<file path="src/sv/rate_limited_can_telemetry_framer_macros.svh">
// Assertion macros shared by the framer RTL.
// Each macro expects a clock named clk and a reset named rst in scope.
`ifndef RATE_LIMITED_CAN_TELEMETRY_FRAMER_MACROS_SVH
`define RATE_LIMITED_CAN_TELEMETRY_FRAMER_MACROS_SVH

// Consequent must hold in the same cycle as the antecedent
`define RLCTF_ASSERT_SAME(name, ante, cons, msg) \
  name: assert property (@(posedge clk) disable iff (rst) (ante) |-> (cons)) else $error(msg);

// Consequent must hold in the cycle after the antecedent
`define RLCTF_ASSERT_NEXT(name, ante, cons, msg) \
  name: assert property (@(posedge clk) disable iff (rst) (ante) |=> (cons)) else $error(msg);

`endif

</file>
<file path="src/sv/rlctf_pkg.sv">
// Package for the rate-limited CAN telemetry framer: item types,
// frame constants, register indexes and the frame builder.
// No dependencies.
`timescale 1ns / 1ps
`default_nettype none

package rlctf_pkg;

  localparam int ID_BITS     = 11;
  localparam int TS_BITS     = 29;
  localparam int LEN_BITS    = 4;
  localparam int PERIOD_BITS = 16;
  localparam int HDR_BYTES   = 5;
  localparam int DATA_BYTES  = 8;
  localparam int FRAME_BYTES = HDR_BYTES + DATA_BYTES;
  localparam int HDR_BITS    = HDR_BYTES * 8;
  localparam int FRAME_BITS  = FRAME_BYTES * 8;
  localparam int CNT_BITS    = $clog2(FRAME_BYTES);

  localparam logic [ID_BITS-1:0]     LIVE_ID_A_RST  = 11'd1320;
  localparam logic [ID_BITS-1:0]     LIVE_ID_B_RST  = 11'd48;
  localparam logic [PERIOD_BITS-1:0] MIN_PERIOD_RST = 16'd100;

  // Register map, one word per register
  typedef enum logic [1:0] {
    REG_LIVE_ID_A    = 2'd0,
    REG_LIVE_ID_B    = 2'd1,
    REG_MIN_PERIOD_A = 2'd2,
    REG_MIN_PERIOD_B = 2'd3
  } reg_idx_t;

  typedef struct packed {
    logic [ID_BITS-1:0]  can_id;
    logic [TS_BITS-1:0]  timestamp;
    logic [LEN_BITS-1:0] data_len;
    logic [7:0]          payload_0;
    logic [7:0]          payload_1;
    logic [7:0]          payload_2;
    logic [7:0]          payload_3;
    logic [7:0]          payload_4;
    logic [7:0]          payload_5;
    logic [7:0]          payload_6;
    logic [7:0]          payload_7;
  } can_item_t;

  typedef struct packed {
    logic [7:0] out_byte;
    logic       frame_end;
  } tlm_item_t;

  // Whole frame, byte 0 in the low bits
  typedef logic [FRAME_BITS-1:0] frame_t;

  // Serialiser status seen by the decision stage
  typedef struct packed {
    logic free;
    logic busy;
  } ser_status_t;

  // Header {timestamp, id} little endian, then masked payload bytes
  function automatic frame_t build_frame(can_item_t it);
    logic [7:0] data [DATA_BYTES];
    frame_t     f;
    data[0] = it.payload_0;
    data[1] = it.payload_1;
    data[2] = it.payload_2;
    data[3] = it.payload_3;
    data[4] = it.payload_4;
    data[5] = it.payload_5;
    data[6] = it.payload_6;
    data[7] = it.payload_7;
    f = '0;
    f[HDR_BITS-1:0] = {it.timestamp, it.can_id};
    for (int k = 0; k < DATA_BYTES; k++) begin
      f[HDR_BITS + 8*k +: 8] = (LEN_BITS'(k) < it.data_len) ? data[k] : 8'h00;
    end
    return f;
  endfunction

endpackage

`default_nettype wire

</file>
<file path="src/sv/rlctf_serializer.sv">
// Frame serialiser: holds one 13-byte frame and sends it a byte per item.
// Depends on rlctf_pkg and the framer assertion macros.
`timescale 1ns / 1ps
`default_nettype none
`include "rate_limited_can_telemetry_framer_macros.svh"

module rlctf_serializer (
  input  wire logic                clk,
  input  wire logic                rst,
  input  wire logic                load,
  input  wire rlctf_pkg::frame_t   frame,
  output rlctf_pkg::ser_status_t   status,
  output logic                     tlm_valid,
  input  wire logic                tlm_stall,
  output rlctf_pkg::tlm_item_t     tlm_item
);

  localparam logic [rlctf_pkg::CNT_BITS-1:0] LAST_IDX =
    rlctf_pkg::CNT_BITS'(rlctf_pkg::FRAME_BYTES - 1);

  logic                          valid;
  logic [rlctf_pkg::CNT_BITS-1:0] count;
  rlctf_pkg::frame_t             shreg;
  logic                          last;
  logic                          take;

  assign last = (count == LAST_IDX);
  assign take = valid && !tlm_stall;

  // Free when empty or when the final byte leaves this cycle
  assign status.free = !valid || (take && last);
  assign status.busy = valid;

  // Control: valid flag and byte counter
  always_ff @(posedge clk) begin
    if (rst) begin
      valid <= 1'b0;
      count <= '0;
    end else if (load) begin
      valid <= 1'b1;
      count <= '0;
    end else if (take) begin
      if (last) begin
        valid <= 1'b0;
      end else begin
        count <= count + 1'b1;
      end
    end
  end

  // Payload shift register, next byte always at the bottom
  always_ff @(posedge clk) begin
    if (load) begin
      shreg <= frame;
    end else if (take) begin
      shreg <= shreg >> 8;
    end
  end

  assign tlm_valid          = valid;
  assign tlm_item.out_byte  = shreg[7:0];
  assign tlm_item.frame_end = last;

  `RLCTF_ASSERT_SAME(a_load_when_free, load, status.free, "frame loaded over a busy serialiser")
  `RLCTF_ASSERT_SAME(a_count_range, valid, count <= LAST_IDX, "byte counter past frame end")
  `RLCTF_ASSERT_NEXT(a_drain_after_last, take && last && !load, !valid,
                     "serialiser still valid after last byte")

endmodule

`default_nettype wire

</file>
<file path="src/sv/rate_limited_can_telemetry_framer.sv">
// Top level of the rate-limited CAN telemetry framer: APB registers,
// input register, per-entry rate check and the frame serialiser.
// Depends on rlctf_pkg, rlctf_serializer and the assertion macros.
//
//  channel | direction | payload          | handshake
//  can     | in        | can_item_t       | can_valid / can_stall
//  tlm     | out       | tlm_item_t       | tlm_valid / tlm_stall
//  apb     | in        | 32-bit registers | psel / penable / pwrite, pready high
//
// A forwarded frame leaves as 13 byte items, one per cycle while tlm is not
// stalled; the byte-wide serialiser sets the sustained rate of forwarded frames.
// A frame that is filtered out or rate limited is consumed without waiting.
// The input register takes the next frame while the current one is sent.
// rst is synchronous: clears valids, last-sent times and restores registers.
// A stall on tlm holds the byte; can_stall rises only when the input
// register holds a forwarded frame that the serialiser cannot yet take.
`timescale 1ns / 1ps
`default_nettype none
`include "rate_limited_can_telemetry_framer_macros.svh"

module rate_limited_can_telemetry_framer #(
  parameter int LIVE_ENTRIES = 2
) (
  input  wire logic                 clk,
  input  wire logic                 rst,
  // CAN frames in
  input  wire logic                 can_valid,
  output logic                      can_stall,
  input  wire rlctf_pkg::can_item_t can_item,
  // telemetry bytes out
  output logic                      tlm_valid,
  input  wire logic                 tlm_stall,
  output rlctf_pkg::tlm_item_t      tlm_item,
  // configuration
  input  wire logic                 psel,
  input  wire logic                 penable,
  input  wire logic                 pwrite,
  input  wire logic [3:0]           paddr,
  input  wire logic [31:0]          pwdata,
  output logic [31:0]               prdata,
  output logic                      pready
);

  localparam int TSX = rlctf_pkg::TS_BITS + 1;

  logic [rlctf_pkg::ID_BITS-1:0]     live_id_a;
  logic [rlctf_pkg::ID_BITS-1:0]     live_id_b;
  logic [rlctf_pkg::PERIOD_BITS-1:0] min_period_a;
  logic [rlctf_pkg::PERIOD_BITS-1:0] min_period_b;

  logic [rlctf_pkg::TS_BITS-1:0] last_sent_time [LIVE_ENTRIES];

  logic                   in_valid_r;
  rlctf_pkg::can_item_t   in_item_r;
  logic                   can_take;
  logic                   consume;
  logic                   send;
  logic [LIVE_ENTRIES-1:0] entry_send;
  rlctf_pkg::ser_status_t ser_status;
  rlctf_pkg::reg_idx_t    reg_idx;
  logic                   reg_wr;

  // Register file
  assign pready  = 1'b1;
  assign reg_idx = rlctf_pkg::reg_idx_t'(paddr[3:2]);
  assign reg_wr  = psel && penable && pwrite;

  always_ff @(posedge clk) begin
    if (rst) begin
      live_id_a    <= rlctf_pkg::LIVE_ID_A_RST;
      live_id_b    <= rlctf_pkg::LIVE_ID_B_RST;
      min_period_a <= rlctf_pkg::MIN_PERIOD_RST;
      min_period_b <= rlctf_pkg::MIN_PERIOD_RST;
    end else if (reg_wr) begin
      unique case (reg_idx)
        rlctf_pkg::REG_LIVE_ID_A:    live_id_a    <= pwdata[rlctf_pkg::ID_BITS-1:0];
        rlctf_pkg::REG_LIVE_ID_B:    live_id_b    <= pwdata[rlctf_pkg::ID_BITS-1:0];
        rlctf_pkg::REG_MIN_PERIOD_A: min_period_a <= pwdata[rlctf_pkg::PERIOD_BITS-1:0];
        rlctf_pkg::REG_MIN_PERIOD_B: min_period_b <= pwdata[rlctf_pkg::PERIOD_BITS-1:0];
        default: ;
      endcase
    end
  end

  always_comb begin
    unique case (reg_idx)
      rlctf_pkg::REG_LIVE_ID_A:    prdata = 32'(live_id_a);
      rlctf_pkg::REG_LIVE_ID_B:    prdata = 32'(live_id_b);
      rlctf_pkg::REG_MIN_PERIOD_A: prdata = 32'(min_period_a);
      rlctf_pkg::REG_MIN_PERIOD_B: prdata = 32'(min_period_b);
      default:                     prdata = '0;
    endcase
  end

  // Input register
  assign can_stall = in_valid_r && !consume;
  assign can_take  = can_valid && !can_stall;

  always_ff @(posedge clk) begin
    if (rst) begin
      in_valid_r <= 1'b0;
    end else if (can_take) begin
      in_valid_r <= 1'b1;
    end else if (consume) begin
      in_valid_r <= 1'b0;
    end
  end

  always_ff @(posedge clk) begin
    if (can_take) begin
      in_item_r <= can_item;
    end
  end

  // Per-entry match and rate check: send when ts > last + period
  for (genvar e = 0; e < LIVE_ENTRIES; e++) begin : g_entry
    logic [TSX-1:0] thresh;
    logic [TSX-1:0] ts_ext;
    assign ts_ext = {1'b0, in_item_r.timestamp};
    if (e == 0) begin : g_a
      assign thresh = {1'b0, last_sent_time[e]}
                    + TSX'(min_period_a);
      assign entry_send[e] = (in_item_r.can_id == live_id_a) && (ts_ext > thresh);
    end else if (e == 1) begin : g_b
      // entry a wins when both identifiers are equal
      assign thresh = {1'b0, last_sent_time[e]}
                    + TSX'(min_period_b);
      assign entry_send[e] = (in_item_r.can_id == live_id_b)
                          && (in_item_r.can_id != live_id_a) && (ts_ext > thresh);
    end else begin : g_none
      // no identifier register: never matches
      assign thresh        = '0;
      assign entry_send[e] = 1'b0 && (ts_ext > thresh);
    end

    always_ff @(posedge clk) begin
      if (rst) begin
        last_sent_time[e] <= '0;
      end else if (consume && entry_send[e]) begin
        last_sent_time[e] <= in_item_r.timestamp;
      end
    end
  end

  // Filtered items leave at once, forwarded ones wait for the serialiser
  assign send    = |entry_send;
  assign consume = in_valid_r && (!send || ser_status.free);

  rlctf_serializer u_ser (
    .clk       (clk),
    .rst       (rst),
    .load      (consume && send),
    .frame     (rlctf_pkg::build_frame(in_item_r)),
    .status    (ser_status),
    .tlm_valid (tlm_valid),
    .tlm_stall (tlm_stall),
    .tlm_item  (tlm_item)
  );

  `RLCTF_ASSERT_SAME(a_one_entry, in_valid_r, $onehot0(entry_send), "two entries matched one item")
  `RLCTF_ASSERT_SAME(a_stall_full, can_stall, in_valid_r && send && ser_status.busy,
                     "input stalled without a waiting forwarded item")
  `RLCTF_ASSERT_NEXT(a_time_update, consume && entry_send[0],
                     last_sent_time[0] == $past(in_item_r.timestamp),
                     "last-sent time not updated on forward")

endmodule

`default_nettype wire

</file>
<file path="config.mk">
export PLATFORM = sky130hd
export DESIGN_NAME = rate_limited_can_telemetry_framer
export DESIGN_NICKNAME = d
export VERILOG_FILES = /design/src/sv/rlctf_pkg.sv /design/src/sv/rlctf_serializer.sv /design/src/sv/rate_limited_can_telemetry_framer.sv
export VERILOG_INCLUDE_DIRS = /design/src /design/src/sv
export SDC_FILE = /design/constraint.sdc
export NUM_CORES = 1
export LEC_CHECK = 0
export BUFFER_PORTS_ARGS = -buffer_cell sky130_fd_sc_hd__buf_2
export CAP_MARGIN = 20
export CORE_MARGIN = 3
export CORE_UTILIZATION = 37
export CTS_CLUSTER_DIAMETER = 100
export CTS_CLUSTER_SIZE = 10
export DETAILED_ROUTE_END_ITERATION = 8
export SETUP_SLACK_MARGIN = 0.5
export SYNTH_ARGS = -nofsm -noshare
export SYNTH_HDL_FRONTEND = slang
export SYNTH_HIERARCHICAL = 1
export SYNTH_SLANG_ARGS = --single-unit
</file>
<file path="constraint.sdc">
create_clock -name clk -period 26.3 [get_ports clk]
set_input_delay 3.945 -clock clk [delete_from_list [all_inputs] [get_ports clk]]
set_output_delay 3.945 -clock clk [all_outputs]
set_load 0.01 [all_outputs]
</file>
==> impl_metrics.ini <==
[routing]
drtPass1Iterations = 5
dr_wl_met2_um = 19500
wl_per_cell_um = 18.9
met1_length_um = 17200
num_vias = 10800
drc = 0
vias_per_cell = 5.09
postRouteAntennaNets = 0
dr.max_layer_used = met5
drt_iter0_markers = 722
wl_met3_um = 2220
wl_um = 40100

[setup_path]
crit_chain = ha_1, fa_1, a21oi_1, nand4b_1, nand3_1, or4b_2, a31oi_1, nand3_1, xor2_1, ha_1, and3_1, a2111oi_0, o21ai_0, and4_1, o31ai_1, o22ai_1, and2_1, buf_2
reg2reg_depth = 19
crit_required_ps = 22350
critical_path.max_fanout = 7
r2r_start = min_period_b[0]
end_kind = output port
crit_slowest_cell = a31oi_1
cpPeakStageDelay_ps = 680
critPathTopFamily = compound AO/OA/AOI/OAI gates
cp-start-kind = flip-flop
r2r_setup_slack_ps = 19000
critical_path_buf_inv_count = 1
cp.arrival_ps = 6000
r2r-end = g_entry[0].ts_ext[14]
critical_path_class = reg2out

[power_and_ir_drop]
pwr-share-clk_pct = 41.4
p_switching_mw = 0.272
vdd_drop_max_mv = 0.0611
p_int_mw = 0.890
pwr-share-comb_pct = 7.1
power_density_nw_per_um2 = 59.9
leakage_nw = 7.43
seq_power_share_pct = 51.5
sw_frac_of_total_pct = 23.4

[timing]
post-route-period-util_pct = 37.8
worst_slew_pin_slew_ps = 1090
worst_slack_ps = 16360
fin_worst_skew_ps = 42.2
relSlewSlack_pct = 27.3
drv_slew = 0
period_minus_slack_ps = 9940
fmax_mhz = 101
final_hold_viol_count = 0
rsz0062_at_grt = false
tns_ps = 0
setup_violations = 0
timing.hold.ws_ps = 487

[floorplan]
initial_core_util_pct = 38.0
rows = 77
die_height_um = 221
die_w_um = 221
core_um2 = 44800
pin_count = 195
dieArea_um2 = 48600

[flow_run]
drv_cap = 0

[clocking]
post_cts_buffers = 0
clk_pin_slew_ps = 60
clk_path_buf_depth = 3
cts_tree = built
cts_root_buffer = clkbuf_16
cts-hold-fix-buffers = 0
clkSinkCount = 330
clock_latency_ps = 570
cts_max_level = 2
cts_resized = 0
numCtsBuffers = 38

[global_routing]
grt_max_degree = 80
grtUsageTotal_pct = 16.5
grt_pass1_vias = 11000
antenna_found_initial = 7
grt_overflow = 0
grt_pass1_wl_um = 61500

[synthesis]
syn-instance-count = 1347
synth_area_um2 = 17000
yosys_warnings = 6
avgSynthCellArea_um2 = 12.6

[placed_design]
dp_hpwl_um = 29300
gp_congestion = 0.847
preCtsSetupSlack_ps = 17050
place_area_um2 = 18300
portBuffers = 159

[layout]
final_util_pct = 43.3
finalNetCount = 1752
final_area_um2 = 19400
area_delta_synth_final_pct = 13.9
drive_gt1_share_pct = 24.8
n_fill_cell = 4138
multiInputGateArea_um2 = 7280
seq_area_um2 = 9310

[worst_hold_path]
whs_endpoint = live_id_a[0]
min-delay-start = live_id_a[0]
min_delay_path_depth = 2
hold_path_class = reg2reg

[status]
outcome = complete, no violations
==> flip-flops by register name, indices dropped and copies added (netlist names) <==
register         cells
live_id_a           11
min_period_b        16
u_ser/count          4
u_ser/shreg        104
g_entry.ts_ext      29
min_period_a        16
live_id_b           11
in_valid_r           1
in_item_r           79
u_ser/tlm_valid      1
last_sent_time      58
==> metrics by stage <==
| step | std cells | power, mW |
|---|---|---|
| after floorplan | 1362 | 0.659 |
| after global placement | 2056 | 0.690 |
| after detailed placement | 2056 | 0.693 |
| after CTS | 2117 | 1.18 |
| after global routing | 2121 | 1.21 |
| final | 2122 | 1.16 |
==> how the worst max path moves through the flow <==
stage	to	slack, ps	cells after the start	start
3_3_place_gp	prdata[1]	17070	3	paddr[2]
3_5_place_dp	can_stall	17050	18	min_period_b[0]
5_1_grt	can_stall	16190	18	min_period_b[0]
2_1_floorplan	g_entry[0].ts_ext[0]	16190	3	tlm_stall
6_report	can_stall	16360	18	min_period_b[0]
4_1_cts	can_stall	16400	18	min_period_b[0]
==> per-layer routing <==
layer | up-vias | GRT usage (%)
li1 | 5241 | -
met2 | 235 | 28.1
met1 | 5228 | 20.6
met4 | 10 | 5.31
met5 | - | 0
met3 | 83 | 4.13
==> power groups by stage <==
stage | Clock, mW | Combinational [mW] | Sequential, mW
2_1_floorplan | 0 | 0.0569 | 0.602
3_3_place_gp | 0 | 0.0805 | 0.610
3_5_place_dp | 0 | 0.0824 | 0.610
4_1_cts | 0.497 | 0.0830 | 0.599
5_1_grt | 0.518 | 0.0929 | 0.601
6_report | 0.481 | 0.0825 | 0.599
==> area by class of cell <==
cell class / instances / share of cell area, %
diodes: 2 / 0.0258
inverters: 16 / 0.309
well taps: 592 / 3.82
multi-input cells: 947 / 37.5
flip-flops and latches: 330 / 48.0
clock buffers: 58 / 5.29
repair buffers: 174 / 4.72
clock inverters: 3 / 0.361
==> cell usage in the layout, fill, tap and decap left out, types with 10 or more instances in the layout <==
cell type / count
edfxtp_1: 270
buf_2: 159
nand2_1: 125
ha_1: 92
a21oi_1: 79
and2_1: 66
dfxtp_1: 60
mux2_2: 57
nor2b_1: 53
xor2_1: 44
nor2_1: 42
mux2_4: 40
nand3_1: 38
clkbuf_16: 38
o21ai_0: 32
xnor2_1: 24
and2_4: 20
clkbuf_1: 20
mux2i_1: 17
conb_1: 17
inv_1: 15
and3_1: 15
nor3_1: 14
nand3b_1: 13
buf_4: 13
a21o_1: 12
mux4_2: 11
a211oi_1: 10
nand4_1: 10
==> worst reg2reg max path, cell delays in order, from the launching register on <==
cell and delay, ps:
dfxtp_1 410, ha_1 260, fa_1 240, a21oi_1 100, nand4b_1 210, nand3_1 110
or4b_2 630, a31oi_1 680, nand3_1 190, xor2_1 200, ha_1 310, and3_1 250
a2111oi_0 500, o21ai_0 240, and4_1 200, o31ai_1 170, o22ai_1 360, a21oi_4 630
buf_4 590, buf_4 630
Note: power is estimated with default switching activity, not from simulation.
